<file path="src/rtl/satx_pkg.sv">
// shared types, constants and decode functions of the sprite tile expander
package satx_pkg;

  // attribute word bit positions
  localparam int unsigned FlashBit  = 12;
  localparam int unsigned FlipXBit  = 13;
  localparam int unsigned FlipYBit  = 14;
  localparam int unsigned HeightLsb = 9;
  localparam int unsigned ColourLsb = 9;
  localparam int unsigned PriLsb    = 14;

  // wrap limit of the horizontal position and the left cull limit
  localparam logic [8:0] XWrapLimit = 9'd320;
  localparam logic [8:0] XCullLimit = 9'd496;

  // priority codes and masks
  localparam logic [1:0] PriNone = 2'd0;
  localparam logic [1:0] PriLow  = 2'd1;
  localparam logic [1:0] PriMid  = 2'd2;
  localparam logic [1:0] PriHigh = 2'd3;

  localparam logic [7:0] MaskNone = 8'h00;
  localparam logic [7:0] MaskLow  = 8'hf0;
  localparam logic [7:0] MaskHigh = 8'hfc;

  // controller states
  typedef enum logic {
    ST_IDLE,
    ST_EMIT
  } state_t;

  // controller to datapath
  typedef struct packed {
    logic load;
    logic step;
  } dp_cmd_t;

  // datapath to controller
  typedef struct packed {
    logic drop;
    logic last;
  } dp_status_t;

  // priority code to mask, the two top codes share a mask
  function automatic logic [7:0] pri_mask(input logic [1:0] code);
    logic [7:0] mask;
    case (code) inside
      PriNone:         mask = MaskNone;
      PriLow:          mask = MaskLow;
      PriMid, PriHigh: mask = MaskHigh;
      default:         mask = MaskNone;
    endcase
    return mask;
  endfunction

  // height code to row mask (1, 2, 4 or 8 rows)
  function automatic logic [2:0] row_mask(input logic [1:0] hcode);
    logic [2:0] m;
    unique case (hcode)
      2'd0:    m = 3'd0;
      2'd1:    m = 3'd1;
      2'd2:    m = 3'd3;
      2'd3:    m = 3'd7;
      default: m = 3'd0;
    endcase
    return m;
  endfunction

endpackage

</file>
<file path="src/rtl/satx_if.sv">
// valid/ready channel interfaces for sprite entries and tile commands

// sprite entry channel
interface satx_in_if;
  logic        valid;
  logic        ready;
  logic [15:0] attr_y_word;
  logic [15:0] tile_word;
  logic [15:0] attr_x_word;
  logic        frame_odd;

  modport source (
    output valid, attr_y_word, tile_word, attr_x_word, frame_odd,
    input  ready
  );
  modport sink (
    input  valid, attr_y_word, tile_word, attr_x_word, frame_odd,
    output ready
  );
endinterface

// tile command channel
interface satx_out_if;
  logic              valid;
  logic              ready;
  logic [15:0]       tile_code;
  logic [4:0]        colour_bank;
  logic              mirror_x;
  logic              mirror_y;
  logic signed [9:0] screen_x;
  logic signed [9:0] screen_y;
  logic [7:0]        priority_mask;
  logic              last_tile;

  modport source (
    output valid, tile_code, colour_bank, mirror_x, mirror_y, screen_x, screen_y,
           priority_mask, last_tile,
    input  ready
  );
  modport sink (
    input  valid, tile_code, colour_bank, mirror_x, mirror_y, screen_x, screen_y,
           priority_mask, last_tile,
    output ready
  );
endinterface

</file>
<file path="src/rtl/satx_ctrl.sv">
// controller: takes sprite entries and sequences the tile command beats
module satx_ctrl
  import satx_pkg::*;
(
  input  logic       clk,
  input  logic       rst_n,
  input  logic       in_valid,
  output logic       in_ready,
  output logic       out_valid,
  input  logic       out_ready,
  output dp_cmd_t    cmd,
  input  dp_status_t status
);

  state_t state_r, state_nxt;

  // state register
  always_ff @(posedge clk) begin
    if (!rst_n) begin
      state_r <= ST_IDLE;
    end else begin
      state_r <= state_nxt;
    end
  end

  // next state and handshakes
  always_comb begin
    logic out_beat;
    logic take;
    out_beat  = 1'b0;
    take      = 1'b0;
    state_nxt = state_r;
    in_ready  = 1'b0;
    out_valid = 1'b0;
    cmd       = '0;
    unique case (state_r)
      ST_IDLE: begin
        in_ready = 1'b1;
      end
      ST_EMIT: begin
        out_valid = 1'b1;
        out_beat  = out_ready;
        // a new entry may follow the last beat directly
        in_ready  = out_ready && status.last;
        if (out_beat) begin
          cmd.step = 1'b1;
          if (status.last) begin
            state_nxt = ST_IDLE;
          end
        end
      end
      default: begin
        state_nxt = ST_IDLE;
      end
    endcase
    take = in_valid && in_ready;
    if (take) begin
      cmd.load  = 1'b1;
      state_nxt = status.drop ? ST_IDLE : ST_EMIT;
    end
  end

endmodule

</file>
<file path="src/rtl/satx_dp.sv">
// datapath: decodes a sprite entry and forms one tile command per row
module satx_dp
  import satx_pkg::*;
(
  input  logic              clk,
  input  dp_cmd_t           cmd,
  output dp_status_t        status,
  input  logic [15:0]       attr_y_word,
  input  logic [15:0]       tile_word,
  input  logic [15:0]       attr_x_word,
  input  logic              frame_odd,
  output logic [15:0]       tile_code,
  output logic [4:0]        colour_bank,
  output logic              mirror_x,
  output logic              mirror_y,
  output logic signed [9:0] screen_x,
  output logic signed [9:0] screen_y,
  output logic [7:0]        priority_mask
);

  logic [15:0]       base_r;
  logic [2:0]        mask_r;
  logic [2:0]        row_r;
  logic [4:0]        colour_r;
  logic [7:0]        pri_r;
  logic              fx_r;
  logic              fy_r;
  logic signed [9:0] x_r;
  logic signed [9:0] y_r;

  logic [8:0]        x_raw;
  logic [8:0]        y_raw;
  logic [2:0]        mask_in;
  logic              x_wrap;
  logic [2:0]        code_off;
  logic [9:0]        row_dy;

  // entry decode
  always_comb begin
    x_raw   = attr_x_word[8:0];
    y_raw   = attr_y_word[8:0];
    mask_in = row_mask(attr_y_word[HeightLsb +: 2]);
    x_wrap  = (x_raw >= XWrapLimit);
    // hidden flashing sprite, or wrapped x below -16
    status.drop = (attr_y_word[FlashBit] && frame_odd) ||
                  (x_wrap && (x_raw < XCullLimit));
    status.last = (row_r == 3'd0);
  end

  // entry registers and row counter, rows run from the top index down to zero
  always_ff @(posedge clk) begin
    if (cmd.load) begin
      base_r   <= tile_word & ~{13'd0, mask_in};
      mask_r   <= mask_in;
      row_r    <= mask_in;
      colour_r <= attr_x_word[ColourLsb +: 5];
      pri_r    <= pri_mask(attr_x_word[PriLsb +: 2]);
      fx_r     <= attr_y_word[FlipXBit];
      fy_r     <= attr_y_word[FlipYBit];
      x_r      <= {x_wrap, x_raw};
      y_r      <= {y_raw[8], y_raw};
    end else if (cmd.step) begin
      row_r    <= row_r - 3'd1;
    end
  end

  // per-row command fields; low base bits are clear so add is an or
  always_comb begin
    code_off      = fy_r ? row_r : (mask_r ^ row_r);
    row_dy        = {3'd0, row_r, 4'd0};
    tile_code     = base_r | {13'd0, code_off};
    colour_bank   = colour_r;
    mirror_x      = ~fx_r;
    mirror_y      = ~fy_r;
    screen_x      = x_r;
    screen_y      = y_r + $signed(row_dy);
    priority_mask = pri_r;
  end

endmodule

</file>
<file path="src/rtl/sprite_attribute_tile_expander_core.sv">
// top level of the sprite attribute tile expander
//
// in_chan takes one sprite list entry per beat: three attribute words and
// the frame parity. out_chan gives the tile draw commands of that entry,
// one per 16-pixel row, starting at the bottom row, with last_tile set on
// the final one. Both channels move a beat when valid and ready are high.
// An entry of height h (1, 2, 4 or 8 tiles) gives h beats, one per cycle
// while the receiver is ready, counted by the row counter in the datapath.
// The next entry is taken in the same cycle as the last beat, so entries
// follow without a gap. A flashing sprite on an odd frame, or one wrapped
// past the left edge, gives no beat. First beat appears the cycle after
// the entry is taken. When the receiver stalls, the current command holds
// and no new entry is taken. Synchronous reset returns the controller to
// idle with no beat pending; the datapath registers are not reset.
module sprite_attribute_tile_expander_core
  import satx_pkg::*;
(
  input  logic        clk,
  input  logic        rst_n,
  satx_in_if.sink     in_chan,
  satx_out_if.source  out_chan
);

  dp_cmd_t    cmd;
  dp_status_t status;

  satx_ctrl u_ctrl (
    .clk       (clk),
    .rst_n     (rst_n),
    .in_valid  (in_chan.valid),
    .in_ready  (in_chan.ready),
    .out_valid (out_chan.valid),
    .out_ready (out_chan.ready),
    .cmd       (cmd),
    .status    (status)
  );

  satx_dp u_dp (
    .clk           (clk),
    .cmd           (cmd),
    .status        (status),
    .attr_y_word   (in_chan.attr_y_word),
    .tile_word     (in_chan.tile_word),
    .attr_x_word   (in_chan.attr_x_word),
    .frame_odd     (in_chan.frame_odd),
    .tile_code     (out_chan.tile_code),
    .colour_bank   (out_chan.colour_bank),
    .mirror_x      (out_chan.mirror_x),
    .mirror_y      (out_chan.mirror_y),
    .screen_x      (out_chan.screen_x),
    .screen_y      (out_chan.screen_y),
    .priority_mask (out_chan.priority_mask)
  );

  // last beat of the entry
  assign out_chan.last_tile = status.last;

endmodule
</file>
<file path="src/flat_wrapper.sv">
// flat-port wrapper written by rule: the top's interface ports become plain ports
module sprite_attribute_tile_expander_core_flat import satx_pkg::*;
  (clk, rst_n, in_chan_valid, in_chan_attr_y_word, in_chan_tile_word, in_chan_attr_x_word, in_chan_frame_odd, in_chan_ready, out_chan_valid, out_chan_tile_code, out_chan_colour_bank, out_chan_mirror_x, out_chan_mirror_y, out_chan_screen_x, out_chan_screen_y, out_chan_priority_mask, out_chan_last_tile, out_chan_ready);
  satx_in_if in_chan_i ();
  satx_out_if out_chan_i ();
  input  logic clk;
  input  logic rst_n;
  input wire logic [$bits(in_chan_i.valid)-1:0] in_chan_valid;
  input wire logic [$bits(in_chan_i.attr_y_word)-1:0] in_chan_attr_y_word;
  input wire logic [$bits(in_chan_i.tile_word)-1:0] in_chan_tile_word;
  input wire logic [$bits(in_chan_i.attr_x_word)-1:0] in_chan_attr_x_word;
  input wire logic [$bits(in_chan_i.frame_odd)-1:0] in_chan_frame_odd;
  output wire logic [$bits(in_chan_i.ready)-1:0] in_chan_ready;
  output wire logic [$bits(out_chan_i.valid)-1:0] out_chan_valid;
  output wire logic [$bits(out_chan_i.tile_code)-1:0] out_chan_tile_code;
  output wire logic [$bits(out_chan_i.colour_bank)-1:0] out_chan_colour_bank;
  output wire logic [$bits(out_chan_i.mirror_x)-1:0] out_chan_mirror_x;
  output wire logic [$bits(out_chan_i.mirror_y)-1:0] out_chan_mirror_y;
  output wire logic [$bits(out_chan_i.screen_x)-1:0] out_chan_screen_x;
  output wire logic [$bits(out_chan_i.screen_y)-1:0] out_chan_screen_y;
  output wire logic [$bits(out_chan_i.priority_mask)-1:0] out_chan_priority_mask;
  output wire logic [$bits(out_chan_i.last_tile)-1:0] out_chan_last_tile;
  input wire logic [$bits(out_chan_i.ready)-1:0] out_chan_ready;
  assign in_chan_i.valid = in_chan_valid;
  assign in_chan_i.attr_y_word = in_chan_attr_y_word;
  assign in_chan_i.tile_word = in_chan_tile_word;
  assign in_chan_i.attr_x_word = in_chan_attr_x_word;
  assign in_chan_i.frame_odd = in_chan_frame_odd;
  assign in_chan_ready = in_chan_i.ready;
  assign out_chan_valid = out_chan_i.valid;
  assign out_chan_tile_code = out_chan_i.tile_code;
  assign out_chan_colour_bank = out_chan_i.colour_bank;
  assign out_chan_mirror_x = out_chan_i.mirror_x;
  assign out_chan_mirror_y = out_chan_i.mirror_y;
  assign out_chan_screen_x = out_chan_i.screen_x;
  assign out_chan_screen_y = out_chan_i.screen_y;
  assign out_chan_priority_mask = out_chan_i.priority_mask;
  assign out_chan_last_tile = out_chan_i.last_tile;
  assign out_chan_i.ready = out_chan_ready;
  sprite_attribute_tile_expander_core u_core (.clk(clk), .rst_n(rst_n), .in_chan(in_chan_i), .out_chan(out_chan_i));
endmodule
</file>
<file path="config.mk">
export PLATFORM = sky130hd
export DESIGN_NAME = sprite_attribute_tile_expander_core_flat
export DESIGN_NICKNAME = d
export VERILOG_FILES = /design/src/rtl/satx_pkg.sv /design/src/rtl/satx_if.sv /design/src/rtl/satx_ctrl.sv /design/src/rtl/satx_dp.sv /design/src/rtl/sprite_attribute_tile_expander_core.sv /design/src/flat_wrapper.sv
export SDC_FILE = /design/constraint.sdc
export NUM_CORES = 1
export LEC_CHECK = 0
export BUFFER_PORTS_ARGS = -buffer_cell sky130_fd_sc_hd__buf_2
export CORE_UTILIZATION = 30
export DETAILED_ROUTE_END_ITERATION = 6
export PLACE_DENSITY = 0.6
export REMOVE_ABC_BUFFERS = 1
export SYNTH_ARGS = -nofsm -noshare
export SYNTH_HDL_FRONTEND = slang
export SYNTH_SLANG_ARGS = --single-unit
</file>
<file path="constraint.sdc">
create_clock -name clk -period 5.6 [get_ports clk]
set_input_delay 0 -clock clk [delete_from_list [all_inputs] [get_ports clk]]
set_output_delay 0 -clock clk [all_outputs]
set_load 0.1 [all_outputs]
</file>
-- Yosys cells after proc, flatten, opt, wreduce, memory -nomap -nowiden
Index checks and enable logic that the tools add are counted.
- add/subtract/negate cells: 2
- order comparisons: 2
- equal/unequal tests: 6
- multiplexer cells: 16
- bitwise gates (word level): 7
- reductions and logical operators: 11
- operator list (kind ; number):
    16-bit AND ; 1
    8-bit 2-to-1 mux ; 2
    3-bit inverter with 16-bit output ; 1
    16-bit by 3-bit OR with 16-bit output ; 1
    3-bit one-hot mux with 4 select lines ; 1
    9-bit by 8-bit adder with 10-bit output ; 1
    9-bit greater-or-equal comparator (second input constant) ; 1
    9-bit less-than comparator (second input constant) ; 1
    1-bit 2-to-1 mux ; 9
    3-bit 2-to-1 mux ; 3
    2-bit equality test (second input constant) ; 4
    2-bit by 1-bit equality test with 1-bit output (second input constant) ; 2
    1-bit logical AND ; 4
    2-bit zero test ; 2
    2-bit OR reduction ; 2
    3-bit zero test ; 1
    1-bit inverter ; 3
    3-bit by 1-bit subtractor with 3-bit output (second input constant) ; 1
    3-bit bitwise XOR ; 1
    1-bit one-hot mux with 2 select lines ; 1
    2-bit nonzero test ; 1
    1-bit logical OR ; 1
- bits in registers: 57
- input bits: 53
- output and inout bits: 54
- word-level logic and storage cells: 55

-- Depth between registers and ports, before layout
- depth after elaboration: 6
- mapped depth: 6
- gate-level depth less buffers: 6

-- Hierarchy
A second synthesis with hierarchy kept.
- cell total of the unflattened synthesis: 131
- area total of the unflattened synthesis: 2082.0 µm²
- modules (own cells, without submodules) (module ; times used ; cells an instance ; area an instance (µm²)):
    satx_dp ; 1 ; 124 ; 2019.4
    satx_ctrl ; 1 ; 7 ; 62.6

-- Worst setup path after synthesis
No wires, ideal clock.
- path kind: register to output
- start point: register u_core.u_dp.row_r[0]
- end point: output port out_chan_screen_y[8]
- data arrival time: 2.813 ns
- required time: 5.600 ns
- slack: 2.787 ns
- stages on the path, launching flop included: 7
- path buffers: 0
- cell sequence: edfxtp_1 > ha_1 > inv_1 > fa_1 > nor2b_1 > o21ai_0 > xnor2_1
- longest elaborated chain between the ends: 1
- RTL lines (element ; RTL line ; text):
    start, declared ; satx_dp.sv:23 ; logic [2:0] row_r;
    start signal, assigned ; satx_dp.sv:55 ; row_r <= mask_in;
    start signal, assigned ; satx_dp.sv:63 ; row_r <= row_r - 3'd1;
    9-bit by 8-bit adder with 10-bit output ; satx_dp.sv:76 ; screen_y = y_r + $signed(row_dy);
    end, declared ; flat_wrapper.sv:20 ; output wire logic [$bits(out_chan_i.screen_y)-1:0] out_chan_screen_y;
Every way passes these cells.

==> metrics.txt <==
Yosys top cell by area=edfxtp_1; CP cell instances=inv_1 -> ha_1 -> nand3b_4 -> a21boi_4 -> buf_4 -> mux2_4; Compound-Gate Fraction of Synth Area=4.42%; HPWL after DPL=2.66 mm; power per cell area=~350 nW/um^2; Clock Skew=0.00821 ns; largest net degree at the start of global routing=51; CTS buffer count=5; postcts setup bufs=0; internal power=between 600 and 700 uW; simple-gate area share of the yosys netlist=5.66%; flops & latches, synth=slightly above 50; Ports=107; final-stage net count=323; Post-synth EDFFs=50; Top FF cell, synth=edfxtp_1; Max Transition Viols Final=0; Vias per Instance=4.02; layout cells sized above 1=about 44%; Unique masters post-synth=31; GPL Wtd Cong=0.690; Ys Warns=0; Post-Synthesis Cells=~130; Overall Global Routing Usage=around an eighth; critical path arrival=about 2.3 ns; Synth Cell Area=2120 um^2; Final setup viols=0; clock group share of total power=18.6%; Post-Synth XOR/XNOR Area=under 10%; actual slew at the worst max-slew pin=0.642 ns; Final Worst Setup Slack=roughly 3.4 ns; DP Worst Slack=3.37 ns; Die ar.=around 7400 um^2; CP startpoint kind=flip-flop; outcome=finished clean; most frequent cell after synthesis=edfxtp_1; Worst Path Required=5.65 ns; # Max-Cap Violations=0; Area Growth Syn to Fin=47.5%; slowest cell on the critical path=buf_4; initial antenna violation count=0; Psw=455 uW; Final min period=between 2 and 2.5 ns; CP endpoint kind=flip-flop; diodes inserted=0; DR iter-0 viols=45; final hold vios=0; root buf cell=clkbuf_8; die width=86.1 um; Num Clock Sinks=51; Net Sw Frac=a little over two fifths; Post-Layout Cell Count=361; grt total ovfl=0; Leak=0.00137 uW; Longest Clk Path Bufs=2; 1st-pass router iterations=4; clk slew on worst S/H paths=0.09 ns; top cells by count, synth=50 x edfxtp_1, 23 x buf_4, 10 x inv_1; Placed Cells=307; CP delay by family, top=buffers and inverters; post-CTS sizing=0; Combinational Power Share=38.1%; sequential area share after synthesis=71.7%; site row count=30; Adder-Cell Fraction of Synth Area=3.89%; Core Box Area=6790 um^2; Buf/Inv on CP=2; Hold Crit Class=input pin to flip-flop; IR Drop Worst-Case VDD=around 0.2 mV; multiplexer share of the synthesized area=under 10%; Max stage delay on crit path=0.53 ns; TNS Setup=0 ns; latest clock arrival within the worst-skew pair=0.29 ns; Fmax=447 MHz; CP max FO=50; fillcell total=roughly 610; Port Buf Inserts=slightly above 100; period utilization=approximately two fifths; Initial Util=31.2%; Hold Buf Count CTS=46; Die Height=roughly 86 um; post-synth top area share=70.8%; Rel. slew slack=57.2%; Flop pwr share=43.3%; first-pass GRT wire length=about 7.0 mm; antenna viol nets, final=0; wire per inst=roughly 12 um; number of global-route vias before repair=approximately 1,500; largest family of logic cells by synthesized area=buffers and inverters; Crit Path Class=flip-flop to flip-flop; RSZ-0062 raised after global routing=false; routed via count=1,450; fraction of registers with async set/reset=0%; Max H-tree Level=2; final wirelength=4.45 mm; largest cells by area after synthesis=edfxtp_1 71%, buf_4 8.1%, ha_1 2.9%; Post-Syn Area per Cell=16.1 um^2; DRC viols=0; CTS tree=done
-- registers in the layout (all words and copies together) (netlist names) --
register / flops
u_core.u_ctrl.state_r: 1
u_core.u_dp.base_r: 16
u_core.u_dp.colour_bank: 5
u_core.u_dp.fx_r: 1
u_core.u_dp.fy_r: 1
u_core.u_dp.mask_r: 3
u_core.u_dp.priority_mask: 2
u_core.u_dp.row_r: 3
u_core.u_dp.screen_x: 10
u_core.u_dp.y_r: 9
-- final cells by class --
class / instances / area [um^2] / share of cell area (%)
flip-flops and latches: 51 / 1520 / 48.6
repair buffers: 149 / 978 / 31.3
multi-input cells: 47 / 385 / 12.3
well taps: 96 / 120 / 3.84
clock buffers: 6 / 72.6 / 2.32
inverters: 10 / 37.5 / 1.20
clock inverters: 2 / 12.5 / 0.400
-- through the flow --
stage | util (%) | total power [uW] | hold slack, ns | instance area (um^2)
3_5_place_dp | 38.0 | 864 | 0.178 | 2580
3_3_place_gp | 38.0 | 861 | 0.176 | 2580
6_report | 46.0 | 1080 | 0.00766 | 3130
2_1_floorplan | - | 801 | 0.0989 | 1940
4_1_cts | 46.0 | 1090 | 0.00106 | 3130
5_1_grt | 46.0 | 1120 | 0.0297 | 3130
-- path summary, 6_finish.rpt --
check                                 startpoint                               to  slack, ns  cells after the start
hold / removal            in_chan_attr_y_word[9]  u_core.u_dp.mask_r[0]$_DFFE_PP_      0.008                      3
hold reg to reg   u_core.u_dp.row_r[0]$_DFFE_PP_   u_core.u_dp.row_r[0]$_DFFE_PP_       0.67                      1
setup reg to reg  u_core.u_dp.row_r[1]$_DFFE_PP_   u_core.u_dp.row_r[2]$_DFFE_PP_       3.36                      6
setup / recovery  u_core.u_dp.row_r[1]$_DFFE_PP_   u_core.u_dp.row_r[2]$_DFFE_PP_       3.36                      6
-- power by group through the flow --
stage	clock [uW]	combinational, uW	sequential, uW
global placement	0	385	476
finish	202	412	468
global route	221	429	472
CTS	209	413	468
floorplan	0	183	618
detailed placement	0	388	476
-- worst min-delay path, cell delays in order --
cell and delay, ns:
buf_2 0.09, nor2_1 0.06, inv_1 0.05
-- routing by layer --
layer	vias up	GRT usage [%]	part of all wire [%]
met5	-	0	0
met4	0	5.45	2.0
met3	9	6.06	11
met2	71	21.3	49
met1	663	13.6	39
li1	707	-	-
-- cell families (layout without fill, tap and decap cells) --
family / Yosys count / in the layout
adders and majority gates: 6 / 6
DFF: 51 / 51
muxes: 4 / 4
other: 1 / 2
buffers and inverters: 35 / 167
and+or+nand+nor: 18 / 18
AOI/OAI and AO/OA: 13 / 13
xor gates and xnor gates: 4 / 4
-- cells in the final DEF (no fill, tap or decap), drive strengths merged, types with 3 or more instances in the layout --
cell	Yosys	layout
a21oi	4	4
and2	3	3
and3	3	3
buf	23	103
clkbuf	2	6
dlygate4sd3	0	46
edfxtp	50	50
ha	5	5
inv	10	10
nor2b	3	3
o21bai	3	3
xnor2	3	3
Note: power is estimated with default switching activity, not from simulation.
